<file path="src/rtl/gcd_pkg.sv">
`timescale 1ns / 1ps
// ----------------------------------------------------------------------------
// gcd_pkg
// Shared types and constants for the binary GCD block.
// ----------------------------------------------------------------------------
package gcd_pkg;

    // Operand and result width (matches the 32-bit stream fields)
    localparam int WIDTH = 32;

    // Shared power-of-two count: never exceeds WIDTH-1
    localparam int CNT_W = $clog2(WIDTH);

    // Controller states
    typedef enum logic [1:0] {
        ST_IDLE,
        ST_RUN,
        ST_SHIFT
    } gcd_state_t;

    // Controller to datapath commands
    typedef struct packed {
        logic load;
        logic step;
        logic emit;
    } gcd_cmd_t;

    // Datapath to controller status
    typedef struct packed {
        logic lo_zero;
    } gcd_status_t;

endpackage

</file>
<file path="src/rtl/gcd_dp.sv">
`timescale 1ns / 1ps
// ----------------------------------------------------------------------------
// gcd_dp
// Operand registers, one Stein reduction step per cycle, final shift and
// result register.
// ----------------------------------------------------------------------------
module gcd_dp (
    input  logic                          clk,
    input  logic [gcd_pkg::WIDTH-1:0]     operand_a,
    input  logic [gcd_pkg::WIDTH-1:0]     operand_b,
    input  gcd_pkg::gcd_cmd_t             cmd,
    output gcd_pkg::gcd_status_t          status,
    output logic [gcd_pkg::WIDTH-1:0]     divisor
);
    import gcd_pkg::*;

    logic [WIDTH-1:0] a_reg, a_next;
    logic [WIDTH-1:0] b_reg, b_next;
    logic [CNT_W-1:0] shared_reg, shared_next;
    logic [WIDTH-1:0] result_reg, result_next;

    logic [WIDTH:0]   diff_ab;
    logic [WIDTH-1:0] diff_ba;
    logic             a_lt_b;
    logic [WIDTH-1:0] min_val;
    logic [WIDTH-1:0] mag;
    logic             any_zero;

    // Compare and difference of the two operands
    assign diff_ab  = {1'b0, a_reg} - {1'b0, b_reg};
    assign diff_ba  = b_reg - a_reg;
    assign a_lt_b   = diff_ab[WIDTH];
    assign min_val  = a_lt_b ? a_reg : b_reg;
    assign mag      = a_lt_b ? diff_ba : diff_ab[WIDTH-1:0];
    assign any_zero = (a_reg == '0) || (b_reg == '0);

    assign status.lo_zero = any_zero;

    // Next-state logic of the datapath
    always_comb
    begin
        a_next      = a_reg;
        b_next      = b_reg;
        shared_next = shared_reg;
        result_next = result_reg;
        if (cmd.load)
        begin
            a_next      = operand_a;
            b_next      = operand_b;
            shared_next = '0;
        end
        else if (cmd.step)
        begin
            if (any_zero)
            begin
                // smaller operand gone: keep the survivor in a
                a_next = a_reg | b_reg;
                b_next = '0;
            end
            else
            begin
                unique case ({a_reg[0], b_reg[0]})
                    2'b00:
                    begin
                        a_next      = a_reg >> 1;
                        b_next      = b_reg >> 1;
                        shared_next = shared_reg + 1'b1;
                    end
                    2'b01:   a_next = a_reg >> 1;
                    2'b10:   b_next = b_reg >> 1;
                    default:
                    begin
                        // both odd: replace the larger by the difference
                        a_next = mag;
                        b_next = min_val;
                    end
                endcase
            end
        end
        if (cmd.emit)
            result_next = a_reg << shared_reg;
    end

    // Payload registers, no reset needed
    always_ff @(posedge clk)
    begin
        a_reg      <= a_next;
        b_reg      <= b_next;
        shared_reg <= shared_next;
        result_reg <= result_next;
    end

    assign divisor = result_reg;

endmodule

</file>
<file path="src/rtl/gcd_ctrl.sv">
`timescale 1ns / 1ps
// ----------------------------------------------------------------------------
// gcd_ctrl
// Sequencer for the GCD datapath and the output valid flag.
// ----------------------------------------------------------------------------
module gcd_ctrl (
    input  logic                  clk,
    input  logic                  rst_n,
    input  logic                  in_valid,
    output logic                  in_ready,
    output logic                  out_valid,
    input  logic                  out_ready,
    input  gcd_pkg::gcd_status_t  status,
    output gcd_pkg::gcd_cmd_t     cmd
);
    import gcd_pkg::*;

    gcd_state_t state_reg, state_next;
    logic       out_valid_reg, out_valid_next;

    // State and output flag registers
    always_ff @(posedge clk or negedge rst_n)
    begin
        if (!rst_n)
        begin
            state_reg     <= ST_IDLE;
            out_valid_reg <= 1'b0;
        end
        else
        begin
            state_reg     <= state_next;
            out_valid_reg <= out_valid_next;
        end
    end

    // Next state and commands
    always_comb
    begin
        state_next = state_reg;
        cmd        = '0;
        in_ready   = 1'b0;
        unique case (state_reg)
            ST_IDLE:
            begin
                in_ready = 1'b1;
                if (in_valid)
                begin
                    cmd.load   = 1'b1;
                    state_next = ST_RUN;
                end
            end
            ST_RUN:
            begin
                cmd.step = 1'b1;
                if (status.lo_zero)
                    state_next = ST_SHIFT;
            end
            ST_SHIFT:
            begin
                // wait for the output register to free up
                if (!out_valid_reg || out_ready)
                begin
                    cmd.emit   = 1'b1;
                    state_next = ST_IDLE;
                end
            end
            default:
            begin
                state_next = ST_IDLE;
            end
        endcase

        if (cmd.emit)
            out_valid_next = 1'b1;
        else if (out_ready)
            out_valid_next = 1'b0;
        else
            out_valid_next = out_valid_reg;
    end

    assign out_valid = out_valid_reg;

endmodule

</file>
<file path="src/rtl/binary_gcd_top.sv">
`timescale 1ns / 1ps
// ----------------------------------------------------------------------------
// binary_gcd_top
// Greatest common divisor of two unsigned operands by the binary method.
// ----------------------------------------------------------------------------
// Usage:
//   Input stream s_*: one transaction carries operand_a in s_tdata[31:0] and
//   operand_b in s_tdata[63:32]. Output stream m_*: one transaction per input
//   carries the divisor in m_tdata[31:0]; gcd(x,0) = x and gcd(0,0) = 0.
//   One item is worked on at a time: s_tready is high only while the block
//   is idle. An item is loaded, then reduced one step per cycle (a halving
//   or a subtraction; no such steps when an operand is zero), then the
//   operands are collapsed into a single value, then the final shift
//   writes the output register once it is free. The shared reduction unit
//   thus takes a new item only after the current one reaches the output
//   register.
//   The result sits in an output register, so the next item is accepted
//   while m_tvalid waits on m_tready; if a result finishes while the
//   previous one is still untaken, the block holds it until m_tready.
//   Reset (rst_n low, asynchronous) returns the sequencer to idle and drops
//   m_tvalid; any item in progress is discarded.
// ----------------------------------------------------------------------------
module binary_gcd_top (
    input  logic        clk,
    input  logic        rst_n,
    input  logic        s_tvalid,
    output logic        s_tready,
    input  logic [63:0] s_tdata,    // [31:0] operand_a, [63:32] operand_b
    output logic        m_tvalid,
    input  logic        m_tready,
    output logic [31:0] m_tdata     // [31:0] divisor
);
    import gcd_pkg::*;

    gcd_cmd_t    cmd;
    gcd_status_t status;

    // Sequencer
    gcd_ctrl u_ctrl (
        .clk       (clk),
        .rst_n     (rst_n),
        .in_valid  (s_tvalid),
        .in_ready  (s_tready),
        .out_valid (m_tvalid),
        .out_ready (m_tready),
        .status    (status),
        .cmd       (cmd)
    );

    // Datapath
    gcd_dp u_dp (
        .clk       (clk),
        .operand_a (s_tdata[31:0]),
        .operand_b (s_tdata[63:32]),
        .cmd       (cmd),
        .status    (status),
        .divisor   (m_tdata)
    );

endmodule
</file>
<file path="config.mk">
export PLATFORM = sky130hd
export DESIGN_NAME = binary_gcd_top
export DESIGN_NICKNAME = d
export VERILOG_FILES = /design/src/rtl/gcd_pkg.sv /design/src/rtl/gcd_dp.sv /design/src/rtl/gcd_ctrl.sv /design/src/rtl/binary_gcd_top.sv
export SDC_FILE = /design/constraint.sdc
export NUM_CORES = 1
export LEC_CHECK = 0
export ABC_AREA = 0
export BUFFER_PORTS_ARGS = -buffer_cell sky130_fd_sc_hd__buf_2
export CAP_MARGIN = 20
export CORE_MARGIN = 8
export CORE_UTILIZATION = 45
export CTS_CLUSTER_DIAMETER = 60
export CTS_CLUSTER_SIZE = 10
export DETAILED_ROUTE_END_ITERATION = 7
export PLACE_DENSITY = 0.72
export SYNTH_ARGS = -nofsm -noshare
export SYNTH_HDL_FRONTEND = slang
export SYNTH_SLANG_ARGS = --single-unit
</file>
<file path="constraint.sdc">
create_clock -name clk -period 10.2 [get_ports clk]
set_input_delay 0.51 -clock clk [delete_from_list [all_inputs] [get_ports clk]]
set_output_delay 0.51 -clock clk [all_outputs]
set_load 0.01 [all_outputs]
</file>
==> metrics.md <==
| Metric | Value |
|---|---|
| Outcome | `completed` |
| DR DRC count | `0` |
| Row count | `between 50 and 60` |
| Syn-to-layout area delta | `10.0%` |
| Vias in the first global route | `9327` |
| Worst-case reg-to-reg path depth | `12` |
| Detailed Route Iter0 Violations | `1056` |
| Setup Buffers After CTS | `0` |
| Ratio of cells with drive above 1 in the final layout | `13.7%` |
| R2R Setup Slk | `5.47 ns` |
| CTS Buf Count | `9` |
| Synth Cell Area | `10400 um^2` |
| Vias per cell | `6.19` |
| Worst R2R End | `u_dp.a_reg[28]$_DFFE_PP_` |
| Post-Syn Nets | `approximately 1400` |
| Setup violators final | `0` |
| Crit. End Element | `flop` |
| Non-filler cells, final | `between 1500 and 2000` |
| Number of synthesized flops with an enable pin | `96` |
| Hold_ws | `approximately 0.4 ns` |
| Initial antenna violation count | `0` |
| Worst-path clk slew | `0.09 ns` |
| CTS root buf | `clkbuf_16` |
| RSZ-0062 raised after global routing | `false` |
| Max Cap Viol | `0` |
| Crit path DAT | `4.82 ns` |
| Fin crit share | `around 46%` |
| Yosys warns | `0` |
| HP Class | `in -> reg` |
| CTS tree | `done` |
| I/O Buffers | `roughly 100` |
| Resize count post-CTS | `0` |
| Top FF cell, synth | `edfxtp_1` |
| Avg WL per Cell | `about 22 um` |
| Hold buffer count at CTS | `1` |
| Via count | `9686` |
| Max-slew violations | `0` |
| Final antenna-violating net count | `0` |
| Final min period | `approximately 4.7 ns` |
| Post-Place Cells | `roughly 1500` |
| Seq/Total Area, Yosys | `29.4%` |
| Final GP Congestion | `roughly 1` |
| Initial Util | `between 40% and 50%` |
| # diodes | `0` |
| Detail Placement HPWL | `~26 mm` |
| Final WL | `about 35 mm` |
| Slew headroom | `a little under a third` |
| Drt pass-1 iters | `5` |
| CTS H-Tree Depth | `3` |
| Final Hold Viols | `0` |
| Tightest Pin Transition | `1.02 ns` |
| Largest net degree at the start of global routing | `85` |
| Critical path capture point | `u_dp.a_reg[28]$_DFFE_PP_` |
| Crit path from | `u_dp.a_reg[22]$_DFFE_PP_` |
| RR Startpoint | `u_dp.a_reg[22]$_DFFE_PP_` |
| Worst-Skew Late Latency | `0.37 ns` |
| CP startpoint kind | `flop` |
| Mapped Avg Cell Area | `between 8 and 9 um^2` |
| Synth Instances | `approximately 1200` |
| Die X | `168 um` |
| FF+latch count, synth | `about 100` |
| CP Class | `reg -> reg` |
| First-pass GRT wire length | `about 54 mm` |
| CORE AREA | `around 23000 um^2` |
| Sink Count | `~100` |
| Netlist cell types | `71` |
| Critical Path RT | `a little over 10 ns` |
| Die area | `around 28000 um^2` |
| Clk buf depth | `2` |
| Tot GR Track Use | `around 24%` |
| Setup_tns | `0 ns` |
| Fmax achieved | `around 210 MHz` |
| Total grt overflow | `0` |
| Die H | `roughly 170 um` |
| Crit Path Max Fanout | `30` |
| Final Skew | `about 0.013 ns` |
| Post-synthesis async set-or-reset flop share | `under 10%` |
| Num ports | `102` |
| Nets | `roughly 1400` |
metal layers:
metal,global-route usage (%),vias up,share of wire [%]
met1,33.6,4636,45
li1,-,4530,-
met2,37.1,454,43
met3,4.63,66,8.7
met4,7.96,0,2.9
met5,0,-,0
cell usage after synthesis (13+ instances only):
library cell | count | share of area [%]
nor4_1 | 30 | 1.8
mux2i_1 | 96 | 9.3
buf_1 | 13 | 0.47
o21bai_1 | 14 | 1.0
a21oi_1 | 129 | 6.2
edfxtp_1 | 96 | 28
clkbuf_1 | 48 | 1.7
nor2_1 | 125 | 4.5
nor3_1 | 14 | 0.67
o21ai_0 | 71 | 3.4
xnor2_1 | 28 | 2.4
nand2_1 | 97 | 3.5
o31ai_1 | 44 | 3.2
mux4_2 | 13 | 2.8
nand2b_1 | 13 | 0.78
ha_1 | 93 | 11
inv_1 | 105 | 3.8
final cells by class:
class                      instances  area, um^2
clock buffer                       9         225
clock inverter                     7        93.8
fill                            2161       11200
inverter                         108         405
multi-input combinational        935        6670
sequential                       104        3060
tap                              285         357
timing repair buffer             116         621
metrics by stage:
step	util, %	cell area, um^2	setup WS [ns]
CTS	50.5	11400	5.53
finish	50.5	11400	5.47
detailed placement	49.0	11100	5.57
floorplan	-	10400	4.99
global route	50.5	11400	5.10
global placement	49.0	11100	5.66
critical path, stage by stage, from the launching register on:
cell and delay, ns:
edfxtp_1 0.53, inv_1 0.11, ha_1 0.45, clkinv_1 0.30, o211ai_1 0.18, a21boi_0 0.19
o31ai_1 0.63, nand3_2 0.82, and3_1 0.52, o22ai_1 0.31, a21oi_1 0.13, xnor2_1 0.17
a21oi_1 0.09
layout by cell type, fill, tap and decap left out, types with 14 or more instances in the layout:
cell type	count
a21oi_1	129
nor2_1	125
inv_1	105
buf_2	101
nand2_1	97
mux2i_1	96
edfxtp_1	96
ha_1	93
o21ai_0	69
o31ai_1	44
nor4_1	30
xnor2_1	28
o21bai_1	14
nor3_1	14
buf_4	14
kinds of logic after synthesis:
family | after synthesis | share of synthesized area, %
AO/OA/AOI/OAI | 351 | 21.2
flip-flops | 104 | 29.4
adder cells (fa/ha/maj) | 95 | 11.6
buffers and inverters | 181 | 6.81
XOR/XNOR | 34 | 2.87
AND/OR/NAND/NOR | 333 | 14.5
multiplexers | 122 | 13.5
how the worst min path moves through the flow:
stage	start	end	depth (start not counted)
finish	s_tdata[5]	u_dp.a_reg[5]$_DFFE_PP_	3
global route	s_tdata[56]	u_dp.b_reg[24]$_DFFE_PP_	3
CTS	s_tdata[9]	u_dp.a_reg[9]$_DFFE_PP_	3
detailed placement	rst_n	u_ctrl.out_valid$_DFFE_PN0P_	1
global placement	rst_n	u_ctrl.out_valid$_DFFE_PN0P_	1
floorplan	rst_n	u_ctrl.out_valid$_DFFE_PN0P_	0
Power is left out: the tool's default activity adds up to more than one toggle a clock period on the data nets, which glitch-free logic cannot reach.
